**src/hw/rtl/ttp_pkg.sv**
```systemverilog
// shared types and constants for the tick task picker
// no dependencies; used by tick_task_picker_core and its checker
`timescale 1ns / 1ps

package ttp_pkg;

	localparam int TASKS  = 3;
	localparam int TASK_W = $clog2(TASKS);
	localparam int CD_W   = 16;
	localparam int CFG_W  = 16;
	localparam int ADDR_W = 5;
	localparam int DATA_W = 32;

	typedef logic [TASK_W-1:0] task_idx_t;
	typedef logic [CD_W-1:0]   count_t;
	typedef logic [CFG_W-1:0]  cfg_t;

	// sequencer states
	typedef enum logic [1:0] {
		ST_IDLE,
		ST_WIN,
		ST_CHAL,
		ST_DISP
	} state_t;

	// register indexes, byte address is 4 * index
	typedef enum logic [2:0] {
		REG_DL0 = 3'd0,
		REG_DL1 = 3'd1,
		REG_DL2 = 3'd2,
		REG_RL0 = 3'd3,
		REG_RL1 = 3'd4,
		REG_RL2 = 3'd5
	} reg_idx_t;

endpackage

```
**src/hw/rtl/tick_task_picker_core.sv**
```systemverilog
// an accepted input beat runs match steps of the shared compare/decrement unit, one
// per cycle, then the dispatch step, which waits until the output register is free
// throughput: one tick at a time; in_ready is high only while the sequencer is idle
// a finished result waits in the output register while the next tick is taken
// reset (arst_n low, asynchronous): cooldowns, registers and control cleared
`timescale 1ns / 1ps

module tick_task_picker_core (
	input  logic                          clk,
	input  logic                          arst_n,
	input  logic                          psel,
	input  logic                          penable,
	input  logic                          pwrite,
	input  logic [ttp_pkg::ADDR_W-1:0]    paddr,
	input  logic [ttp_pkg::DATA_W-1:0]    pwdata,
	output logic [ttp_pkg::DATA_W-1:0]    prdata,
	output logic                          pready,
	input  logic                          in_valid,
	output logic                          in_ready,
	input  logic [ttp_pkg::TASKS-1:0]     ready_mask,
	output logic                          out_valid,
	input  logic                          out_ready,
	output logic                          ran,
	output logic [ttp_pkg::TASK_W-1:0]    task_index
);

	localparam int ADDR_MSB = ttp_pkg::ADDR_W - 1;

	ttp_pkg::cfg_t   deadline_q [ttp_pkg::TASKS];
	ttp_pkg::cfg_t   reload_q   [ttp_pkg::TASKS];
	ttp_pkg::count_t cd_q       [ttp_pkg::TASKS];

	ttp_pkg::state_t    state_q, state_n;
	ttp_pkg::task_idx_t win_q, win_n;
	ttp_pkg::task_idx_t ch_q, ch_n;
	ttp_pkg::cfg_t      win_dl_q, win_dl_n;
	logic [ttp_pkg::TASKS-1:0] mask_q;
	logic               out_valid_q;
	logic               ran_q;
	ttp_pkg::task_idx_t task_idx_q;

	ttp_pkg::task_idx_t cd_addr;
	ttp_pkg::count_t    cd_rd;
	ttp_pkg::count_t    cd_dec;
	logic               cd_zero;
	logic               cd_we;
	ttp_pkg::count_t    cd_wdata;
	logic               dl_less;
	logic               fire;
	logic               ran_n;
	logic               in_acc;
	logic               cfg_we;
	ttp_pkg::reg_idx_t  cfg_idx;

	assign pready    = 1'b1;
	assign in_ready  = (state_q == ttp_pkg::ST_IDLE);
	assign in_acc    = in_valid && in_ready;
	assign out_valid = out_valid_q;
	assign ran       = ran_q;
	assign task_index = task_idx_q;

	assign cfg_we  = psel && penable && pwrite;
	assign cfg_idx = ttp_pkg::reg_idx_t'(paddr[ADDR_MSB:2]);

	// configuration registers
	always_ff @(posedge clk or negedge arst_n) begin
		if (!arst_n) begin
			for (int i = 0; i < ttp_pkg::TASKS; i++) begin
				deadline_q[i] <= '0;
				reload_q[i]   <= '0;
			end
		end else if (cfg_we) begin
			unique case (cfg_idx)
				ttp_pkg::REG_DL0: deadline_q[0] <= pwdata[ttp_pkg::CFG_W-1:0];
				ttp_pkg::REG_DL1: deadline_q[1] <= pwdata[ttp_pkg::CFG_W-1:0];
				ttp_pkg::REG_DL2: deadline_q[2] <= pwdata[ttp_pkg::CFG_W-1:0];
				ttp_pkg::REG_RL0: reload_q[0]   <= pwdata[ttp_pkg::CFG_W-1:0];
				ttp_pkg::REG_RL1: reload_q[1]   <= pwdata[ttp_pkg::CFG_W-1:0];
				ttp_pkg::REG_RL2: reload_q[2]   <= pwdata[ttp_pkg::CFG_W-1:0];
				default: ;
			endcase
		end
	end

	always_comb begin
		prdata = '0;
		unique case (cfg_idx)
			ttp_pkg::REG_DL0: prdata = {{(ttp_pkg::DATA_W-ttp_pkg::CFG_W){1'b0}}, deadline_q[0]};
			ttp_pkg::REG_DL1: prdata = {{(ttp_pkg::DATA_W-ttp_pkg::CFG_W){1'b0}}, deadline_q[1]};
			ttp_pkg::REG_DL2: prdata = {{(ttp_pkg::DATA_W-ttp_pkg::CFG_W){1'b0}}, deadline_q[2]};
			ttp_pkg::REG_RL0: prdata = {{(ttp_pkg::DATA_W-ttp_pkg::CFG_W){1'b0}}, reload_q[0]};
			ttp_pkg::REG_RL1: prdata = {{(ttp_pkg::DATA_W-ttp_pkg::CFG_W){1'b0}}, reload_q[1]};
			ttp_pkg::REG_RL2: prdata = {{(ttp_pkg::DATA_W-ttp_pkg::CFG_W){1'b0}}, reload_q[2]};
			default: prdata = '0;
		endcase
	end

	// shared unit: one cooldown read port, decrement, zero test, deadline compare
	assign cd_rd   = cd_q[cd_addr];
	assign cd_dec  = cd_rd - ttp_pkg::count_t'(1);
	assign cd_zero = (cd_rd == '0);
	assign dl_less = (win_dl_q > deadline_q[ch_q]);

	always_comb begin
		state_n  = state_q;
		win_n    = win_q;
		ch_n     = ch_q;
		win_dl_n = win_dl_q;
		cd_addr  = win_q;
		cd_we    = 1'b0;
		cd_wdata = cd_dec;
		fire     = 1'b0;
		ran_n    = 1'b0;
		unique case (state_q)
			ttp_pkg::ST_IDLE: begin
				if (in_acc) begin
					state_n  = ttp_pkg::ST_WIN;
					win_n    = '0;
					ch_n     = ttp_pkg::task_idx_t'(1);
					win_dl_n = deadline_q[0];
				end
			end
			ttp_pkg::ST_WIN: begin
				// winner on cooldown: decrement it and hand the place to the challenger
				cd_addr = win_q;
				if (!cd_zero) begin
					cd_we    = 1'b1;
					win_n    = ch_q;
					win_dl_n = deadline_q[ch_q];
					if (ch_q == ttp_pkg::task_idx_t'(ttp_pkg::TASKS - 1)) begin
						state_n = ttp_pkg::ST_DISP;
					end else begin
						ch_n = ch_q + ttp_pkg::task_idx_t'(1);
					end
				end else begin
					state_n = ttp_pkg::ST_CHAL;
				end
			end
			ttp_pkg::ST_CHAL: begin
				cd_addr = ch_q;
				if (!cd_zero) begin
					cd_we = 1'b1;
				end else if (!mask_q[win_q] || (mask_q[ch_q] && dl_less)) begin
					win_n    = ch_q;
					win_dl_n = deadline_q[ch_q];
				end
				if (ch_q == ttp_pkg::task_idx_t'(ttp_pkg::TASKS - 1)) begin
					state_n = ttp_pkg::ST_DISP;
				end else begin
					ch_n    = ch_q + ttp_pkg::task_idx_t'(1);
					state_n = ttp_pkg::ST_WIN;
				end
			end
			ttp_pkg::ST_DISP: begin
				cd_addr  = win_q;
				cd_wdata = reload_q[win_q];
				ran_n    = mask_q[win_q] && cd_zero;
				// wait for the output register to free up
				if (!out_valid_q || out_ready) begin
					fire    = 1'b1;
					cd_we   = ran_n;
					state_n = ttp_pkg::ST_IDLE;
				end
			end
			default: state_n = ttp_pkg::ST_IDLE;
		endcase
	end

	always_ff @(posedge clk or negedge arst_n) begin
		if (!arst_n) begin
			state_q     <= ttp_pkg::ST_IDLE;
			out_valid_q <= 1'b0;
		end else begin
			state_q <= state_n;
			if (fire) begin
				out_valid_q <= 1'b1;
			end else if (out_ready) begin
				out_valid_q <= 1'b0;
			end
		end
	end

	always_ff @(posedge clk or negedge arst_n) begin
		if (!arst_n) begin
			for (int i = 0; i < ttp_pkg::TASKS; i++) begin
				cd_q[i] <= '0;
			end
		end else if (cd_we) begin
			cd_q[cd_addr] <= cd_wdata;
		end
	end

	always_ff @(posedge clk) begin
		win_q    <= win_n;
		ch_q     <= ch_n;
		win_dl_q <= win_dl_n;
		if (in_acc) begin
			mask_q <= ready_mask;
		end
		if (fire) begin
			ran_q      <= ran_n;
			task_idx_q <= win_q;
		end
	end

endmodule

```
**config.mk**
```make
export PLATFORM = sky130hd
export DESIGN_NAME = tick_task_picker_core
export DESIGN_NICKNAME = d
export VERILOG_FILES = /design/src/hw/rtl/ttp_pkg.sv /design/src/hw/rtl/tick_task_picker_core.sv
export SDC_FILE = /design/constraint.sdc
export NUM_CORES = 1
export LEC_CHECK = 0
export BUFFER_PORTS_ARGS = -buffer_cell sky130_fd_sc_hd__buf_4
export CORE_ASPECT_RATIO = 0.75
export CORE_MARGIN = 2
export CORE_UTILIZATION = 54
export DETAILED_ROUTE_END_ITERATION = 8
export PLACE_DENSITY = 0.86
export RECOVER_POWER = 25
export REMOVE_ABC_BUFFERS = 1
export SYNTH_ARGS = -nofsm -noshare
export SYNTH_HDL_FRONTEND = slang
export SYNTH_SLANG_ARGS = --single-unit
```
**constraint.sdc**
```tcl
create_clock -name clk -period 3.6 [get_ports clk]
set_input_delay 0.72 -clock clk [delete_from_list [all_inputs] [get_ports clk]]
set_output_delay 0.72 -clock clk [all_outputs]
set_load 0.05 [all_outputs]
```
==> impl_metrics.py, run 1 <==
metrics = {
    "placement": {
        "place.gp.congestion": 0.8869,
        "hpwl_um": 16230,
        "io_buffer_count": 49,
        "placed_cell_area_mm2": 0.01007,
    },
    "critical_path": {
        "cp.arrival_ns": 3.76,
        "path_cells": "inv_1 > ha_4 > nor3_1 > a31o_1 > buf_4 > a222oi_1 > ha_1 > nand4_1 > nor4_4 > buf_4 > mux2i_2 > buf_12 > mux2_2",
        "path_buf_inv": 4,
        "path_class": "reg -> reg",
        "critical_path_required_ns": 3.91,
        "cp_slowest_cell": "a222oi_1",
        "cp_common_cell": "buf_4",
        "critPathMaxStageDelay_ns": 0.40,
        "crit_family": "buffers and inverters",
        "end_kind": "register",
        "path_max_fanout": 22,
        "start_kind": "register",
        "r2r_slack_ns": 0.15,
    },
    "synthesis": {
        "yosysSeqAreaShare": 0.4853,
        "synth_edf_count": 26,
        "synth_seq_cells": 173,
        "yosysUniqueCellTypes": 56,
        "syn_area_per_cell_um2": 11.37,
        "synthArstFlopShare": 0.8497,
        "ys.flop_type": "dfrtp_1",
        "syn_area_mm2": 0.009189,
        "synth_area_leaders": "dfrtp_1, mux2_2, edfxtp_1",
        "syn_inst": 808,
        "synth_top_area_cell": "dfrtp_1",
        "yosysWarnings": 0,
        "synth.top_cell.area_share": 0.4003,
    },
    "clock_tree": {
        "cts.htree.levels": 4,
        "cts-root-buf": "clkbuf_16",
        "clkSinkCount": 173,
        "numCtsBuffers": 17,
        "clkTransAtPathRegs_ns": 0.06,
        "clock_latency_ns": 0.44,
        "cts_tree": "built",
        "hold_buffers": 0,
        "clk_path_buf_depth": 2,
    },
    "sta": {
        "tightest_slew_ns": 2.509,
        "hold_viol_final": 0,
        "finalCriticalPeriod_ns": 3.448,
        "fin_setup_tns_ns": 0,
        "finClkSkew_ns": 0.01505,
        "period_share": 0.9578,
        "finalMaxSlewViolations": 44,
        "rsz0062_at_grt": "false",
        "max_freq_mhz": 290.0,
        "setup_viol": 0,
        "holdWs_ns": 0.4860,
        "slew_headroom": -0.6728,
    },
    "grt": {
        "grt_max_degree": 71,
        "grt_overflow": 0,
        "grt_pass1_wl_um": 37470,
        "antenna_found_initial": 0,
        "track_usage": 0.2719,
        "grt_pass1_vias": 7007,
    },
    "floorplan": {
        "die_area_mm2": 0.01809,
        "die-width_um": 154.6,
        "ios": 85,
        "die_y_um": 117.0,
        "rows": 41,
        "core_mm2": 0.01672,
        "initial_core_util": 0.5495,
    },
    "layout": {
        "fin_nets": 958,
        "fill_cells": 1227,
        "synthToLayoutAreaGrowth_pct": 16.09,
        "fin_area_mm2": 0.01067,
        "multi_input_area_mm2": 0.004418,
        "final_util": 0.6379,
        "antennaDiodeCount": 0,
        "mostFrequentLayoutCells": "dfrtp_1, mux2_2, buf_4, nor2_1, a22oi_1",
        "final_common_cell": "dfrtp_1",
        "drive_gt1_frac": 0.3033,
        "regArea_mm2": 0.004459,
    },
    "drt": {
        "drt_wl_total_um": 24010,
        "routedWlPerCell_um": 21.54,
        "drt_iter0_markers": 718,
        "drt_first_pass_iters": 7,
        "antenna_left": 0,
        "vias_per_cell": 6.335,
        "drc_errors": 0,
        "vias": 7063,
    },
    "power_and_ir_drop": {
        "finalPower_mw": 10.22,
        "p_leak_nw": 4.686,
        "p_per_area_mw_per_mm2": 958.0,
        "ir_drop_mv": 0.4362,
    },
    "status": {
        "failed_checks": "capacitance limit, slew limit",
        "status": "complete, but fails checks",
    },
    "flow_run": {
        "maxCapViolations": 1,
    },
    "min_path": {
        "min_path_type": "in -> reg",
    },
}
## logic make-up (layout without fill, tap and decap cells)
logic type               after synthesis  count (layout)  synth area share
flip-flops                           173             173            0.4853
buffers and inverters                 86             163           0.04630
other                                  2              17         0.0008173
XOR/XNOR                              13              13           0.01239
AO/OA/AOI/OAI                        178             178            0.1309
adder cells (fa/ha/maj)               24              24           0.03268
AND/OR/NAND/NOR                      168             168           0.08919
multiplexers                         164             164            0.2025
## registers in the layout, indices dropped and copies added (netlist names)
name and flops:
cd_q 48, deadline_q 48, reload_q 48, win_dl_q 16, mask_q 3, ch_q 2, state_q 2, task_index 2
win_q 2, out_valid 1, ran 1
## Yosys cell counts (3+ instances only)
| master | instances |
|---|---|
| dfrtp_1 | 147 |
| ha_1 | 24 |
| nand3_1 | 27 |
| mux2_1 | 4 |
| buf_6 | 4 |
| a222oi_1 | 13 |
| nand4_1 | 9 |
| xor2_1 | 6 |
| nand2_1 | 36 |
| a221o_1 | 3 |
| mux2_2 | 103 |
| xnor2_1 | 7 |
| mux2_4 | 17 |
| inv_1 | 17 |
| a31oi_1 | 16 |
| nor2b_1 | 3 |
| nor3b_1 | 4 |
| edfxtp_1 | 26 |
| a22oi_1 | 48 |
| a21o_1 | 4 |
| o21ai_0 | 26 |
| a21oi_1 | 46 |
| mux2i_1 | 40 |
| and3_1 | 5 |
| and2_1 | 7 |
| buf_2 | 4 |
| o211ai_1 | 9 |
| buf_1 | 4 |
| buf_4 | 18 |
| nand2b_1 | 3 |
| clkbuf_1 | 37 |
| nor2_1 | 60 |
## stage by stage
stage / setup WS, ns / cells
2_1_floorplan: -1.285 / 756
3_3_place_gp: 0.06368 / 1079
3_5_place_dp: -0.03836 / 1079
4_1_cts: 0.05560 / 1112
5_1_grt: 0.03076 / 1115
6_report: 0.1520 / 1115
## what timing repair did
item,4_1_cts,5_1_grt
endpoints found under the setup margin,27,30
resized for setup,1,3
buffers inserted,1,3
pin swaps,1,4
## worst paths after layout
kind / to / cells past startpoint / startpoint
setup / recovery: cd_q[29] / 13 / state_q[0]
hold / removal: mask_q[2] / 1 / ready_mask[2]
setup reg to reg: cd_q[29] / 13 / state_q[0]
hold reg to reg: cd_q[38] / 1 / cd_q[38]
max in group asynchronous: deadline_q[10] / 2 / arst_n
min in group asynchronous: cd_q[19] / 1 / arst_n
## layout make-up
class	count	area share
clock inverter	13	0.01079
timing repair buffer	112	0.08363
sequential	173	0.4180
inverter	19	0.006685
clock buffer	19	0.04152
multi-input combinational	564	0.4141
tap	215	0.02522
## per-layer routing
metal	global-route usage	vias to the layer above	routed length, um
met5	0	-	0
met2	0.4277	348	11230
met1	0.3640	3540	9817
met4	0.1179	0	601
met3	0.06922	52	2360
li1	-	3123	-
## where the power goes
group / leakage (nW) / total, mW / switching, mW / internal, mW
Combinational: 2.34 / 5.30 / 3.05 / 2.25
Clock: 0.259 / 1.76 / 0.786 / 0.971
Sequential: 2.09 / 3.16 / 0.429 / 2.73
Total: 4.69 / 10.2 / 4.26 / 5.96
Power figures use the tool's default switching activity.
==> run 2: changes to the inputs <==
--- a/config.mk
+++ b/config.mk
@@ -5,6 +5,7 @@
 export SDC_FILE = /design/constraint.sdc
 export NUM_CORES = 1
 export LEC_CHECK = 0
+export ABC_AREA = 1
 export BUFFER_PORTS_ARGS = -buffer_cell sky130_fd_sc_hd__buf_4
 export CORE_ASPECT_RATIO = 0.75
 export CORE_MARGIN = 2
==> run 2 against run 1 <==
Effect of this change:
- the run still ends with capacitance limit, slew limit left
- worst setup slack got worse by 0.073 ns
- final cell count rose by 36%
- clock skew down 0.0043 ns
- sequential power down 2%
- sequential cell count did not move
- combinational power increased by 13%
- via count is 29% higher
- synthesized cell count increased by 51%
- critical path type unchanged
- critical endpoint is now win_dl_q[8]
==> impl_metrics.py, run 2 <==
metrics = {
    "drt": {
        "vias_per_cell": 6.040,
        "antenna_left": 0,
        "vias": 9144,
        "drt_iter0_markers": 1430,
        "drc_errors": 0,
        "routedWlPerCell_um": 18.35,
        "drt_first_pass_iters": 6,
        "drt_wl_total_um": 27780,
    },
    "synthesis": {
        "synth_most_common_cell": "nand2_1",
        "yosysUniqueCellTypes": 36,
        "synth.top_cell.area_share": 0.3859,
        "synthArstFlopShare": 0.8497,
        "synth_area_leaders": "dfrtp_1, nand2_1, edfxtp_1",
        "syn_inst": 1222,
        "synthTopCellsByCount": "nand2_1, o21ai_0, dfrtp_1",
        "syn_area_per_cell_um2": 7.800,
        "yosysSeqAreaShare": 0.4678,
        "synth_edf_count": 26,
        "yosysWarnings": 0,
        "synth_top_area_cell": "dfrtp_1",
        "syn_area_mm2": 0.009532,
        "ys.flop_type": "dfrtp_1",
        "synth_seq_cells": 173,
    },
    "min_path": {
        "min_path_type": "reg -> reg",
    },
    "grt": {
        "antenna_found_initial": 0,
        "grt_overflow": 0,
        "track_usage": 0.3082,
        "grt_pass1_wl_um": 44640,
        "grt_max_degree": 66,
        "grt_pass1_vias": 8513,
    },
    "clock_tree": {
        "clkTransAtPathRegs_ns": 0.07,
        "cts.htree.levels": 4,
        "cts_tree": "built",
        "cts-root-buf": "clkbuf_16",
        "clk_path_buf_depth": 2,
        "numCtsBuffers": 17,
        "clkSinkCount": 173,
        "cts_setup_buffers": 0,
        "ctsResizeCount": 0,
        "clock_latency_ns": 0.43,
        "hold_buffers": 0,
    },
    "placement": {
        "place_ws_ns": 0.1012,
        "place.gp.congestion": 1.018,
        "hpwl_um": 18280,
        "io_buffer_count": 49,
    },
    "layout": {
        "final_util": 0.6146,
        "synthToLayoutAreaGrowth_pct": 12.50,
        "top_regs": "cd_q x48, deadline_q x48, reload_q x48",
        "drive_gt1_frac": 0.1101,
        "mostFrequentLayoutCells": "nand2_1, o21ai_0, dfrtp_1, inv_1, nand3_1",
        "final_common_cell": "nand2_1",
        "antennaDiodeCount": 0,
        "fin_nets": 1330,
    },
    "sta": {
        "rsz0062_at_grt": "false",
        "finClkSkew_ns": 0.01078,
        "period_share": 0.9781,
        "slew_headroom": -0.8970,
        "finalMaxSlewViolations": 50,
        "max_freq_mhz": 284.0,
        "finalCriticalPeriod_ns": 3.521,
        "setup_ws_ns": 0.07866,
        "hold_viol_final": 0,
        "tightest_slew_ns": 2.846,
        "fin_setup_tns_ns": 0,
        "setup_viol": 0,
    },
    "floorplan": {
        "initial_core_util": 0.5463,
        "ios": 85,
        "die_area_mm2": 0.01874,
        "core_mm2": 0.01745,
        "die-width_um": 157.4,
        "rows": 42,
        "die_y_um": 119.1,
    },
    "power_and_ir_drop": {
        "p_per_area_mw_per_mm2": 1011,
        "finalPower_mw": 10.85,
        "ir_drop_mv": 0.6373,
        "p_leak_nw": 5.218,
    },
    "critical_path": {
        "path_max_fanout": 26,
        "critical_path_required_ns": 3.74,
        "end_kind": "register",
        "path_class": "reg -> reg",
        "cp.arrival_ns": 3.66,
        "start_kind": "register",
    },
    "status": {
        "failed_checks": "capacitance limit, slew limit",
        "status": "complete, but fails checks",
    },
    "flow_run": {
        "maxCapViolations": 1,
    },
}
[run 2: cell types whose count changed after synthesis, sizes merged, moves of 29 or more]
cell / before / now
nand2: 36 / 333
mux2i: 40 / 0
mux2: 124 / 0
o22ai: 0 / 29
inv: 19 / 119
nand3: 27 / 113
o21ai: 27 / 150
[run 2: power by group]
part           internal [mW]  switching (mW)  total (mW)
Sequential              2.72           0.377        3.09
Clock                   1.01           0.776        1.78
Combinational           1.77            4.21        5.97
Total                   5.49            5.36        10.8
[run 2: path summary, 6_finish.rpt]
kind | startpoint | to | slack (ns) | depth (start not counted)
worst max-delay path | ch_q[0] | win_dl_q[8] | 0.08 | 14
worst min-delay path | cd_q[4] | cd_q[4] | 0.48 | 2
worst max register to register | ch_q[0] | win_dl_q[8] | 0.08 | 14
worst min register to register | cd_q[4] | cd_q[4] | 0.48 | 2
max in group asynchronous | arst_n | reload_q[26] | 0.75 | 2
min in group asynchronous | arst_n | cd_q[2] | 1.20 | 1
[run 2: final cells by class]
cell class	instances	area (um^2)
Fill cell	1478	6724
Sequential cell	173	4459
Multi-Input combinational cell	864	4299
Timing Repair Buffer	82	645.6
Clock buffer	21	471.7
Inverter	121	454.2
Tap cell	242	302.8
Clock inverter	11	90.09
[run 2: logic make-up (layout without fill, tap and decap cells)]
kind of cell	count (synthesis)	after routing	share of synthesized area
buf+inv	200	235	0.09215
other cells	2	17	0.0007879
xor+xnor	1	1	0.0009190
simple gates	555	555	0.2482
compound gates	267	267	0.1586
fa+ha+maj	24	24	0.03150
flops	173	173	0.4678
[run 2: metrics by stage]
stage,instances,area [um^2],hold WS (ns)
after CTS,1514,10700,0.2495
after floorplan,1158,9164,0.4244
after global placement,1482,10140,0.4554
after detailed placement,1482,10140,0.4590
after global routing,1514,10720,0.4783
final,1514,10720,0.4761
[run 2: layer usage]
metal	GRT usage	wire, um	vias up
met5	0	0	-
met4	0.1193	980	0
met3	0.07569	3829	88
met2	0.4394	11730	675
met1	0.4531	11240	4264
li1	-	-	4117
[run 2: worst max-delay path, cell delays in order, from the launching register on]
cell	delay (ns)
edfxtp_1	0.67
inv_2	0.37
nand2_1	0.15
nand2_1	0.14
buf_4	0.27
nand3_1	0.11
nand3_1	0.18
nor2_1	0.21
nand2_1	0.11
nor2_2	0.18
nand2_1	0.14
inv_1	0.14
o21ai_0	0.10
nor2_1	0.23
buf_12	0.21
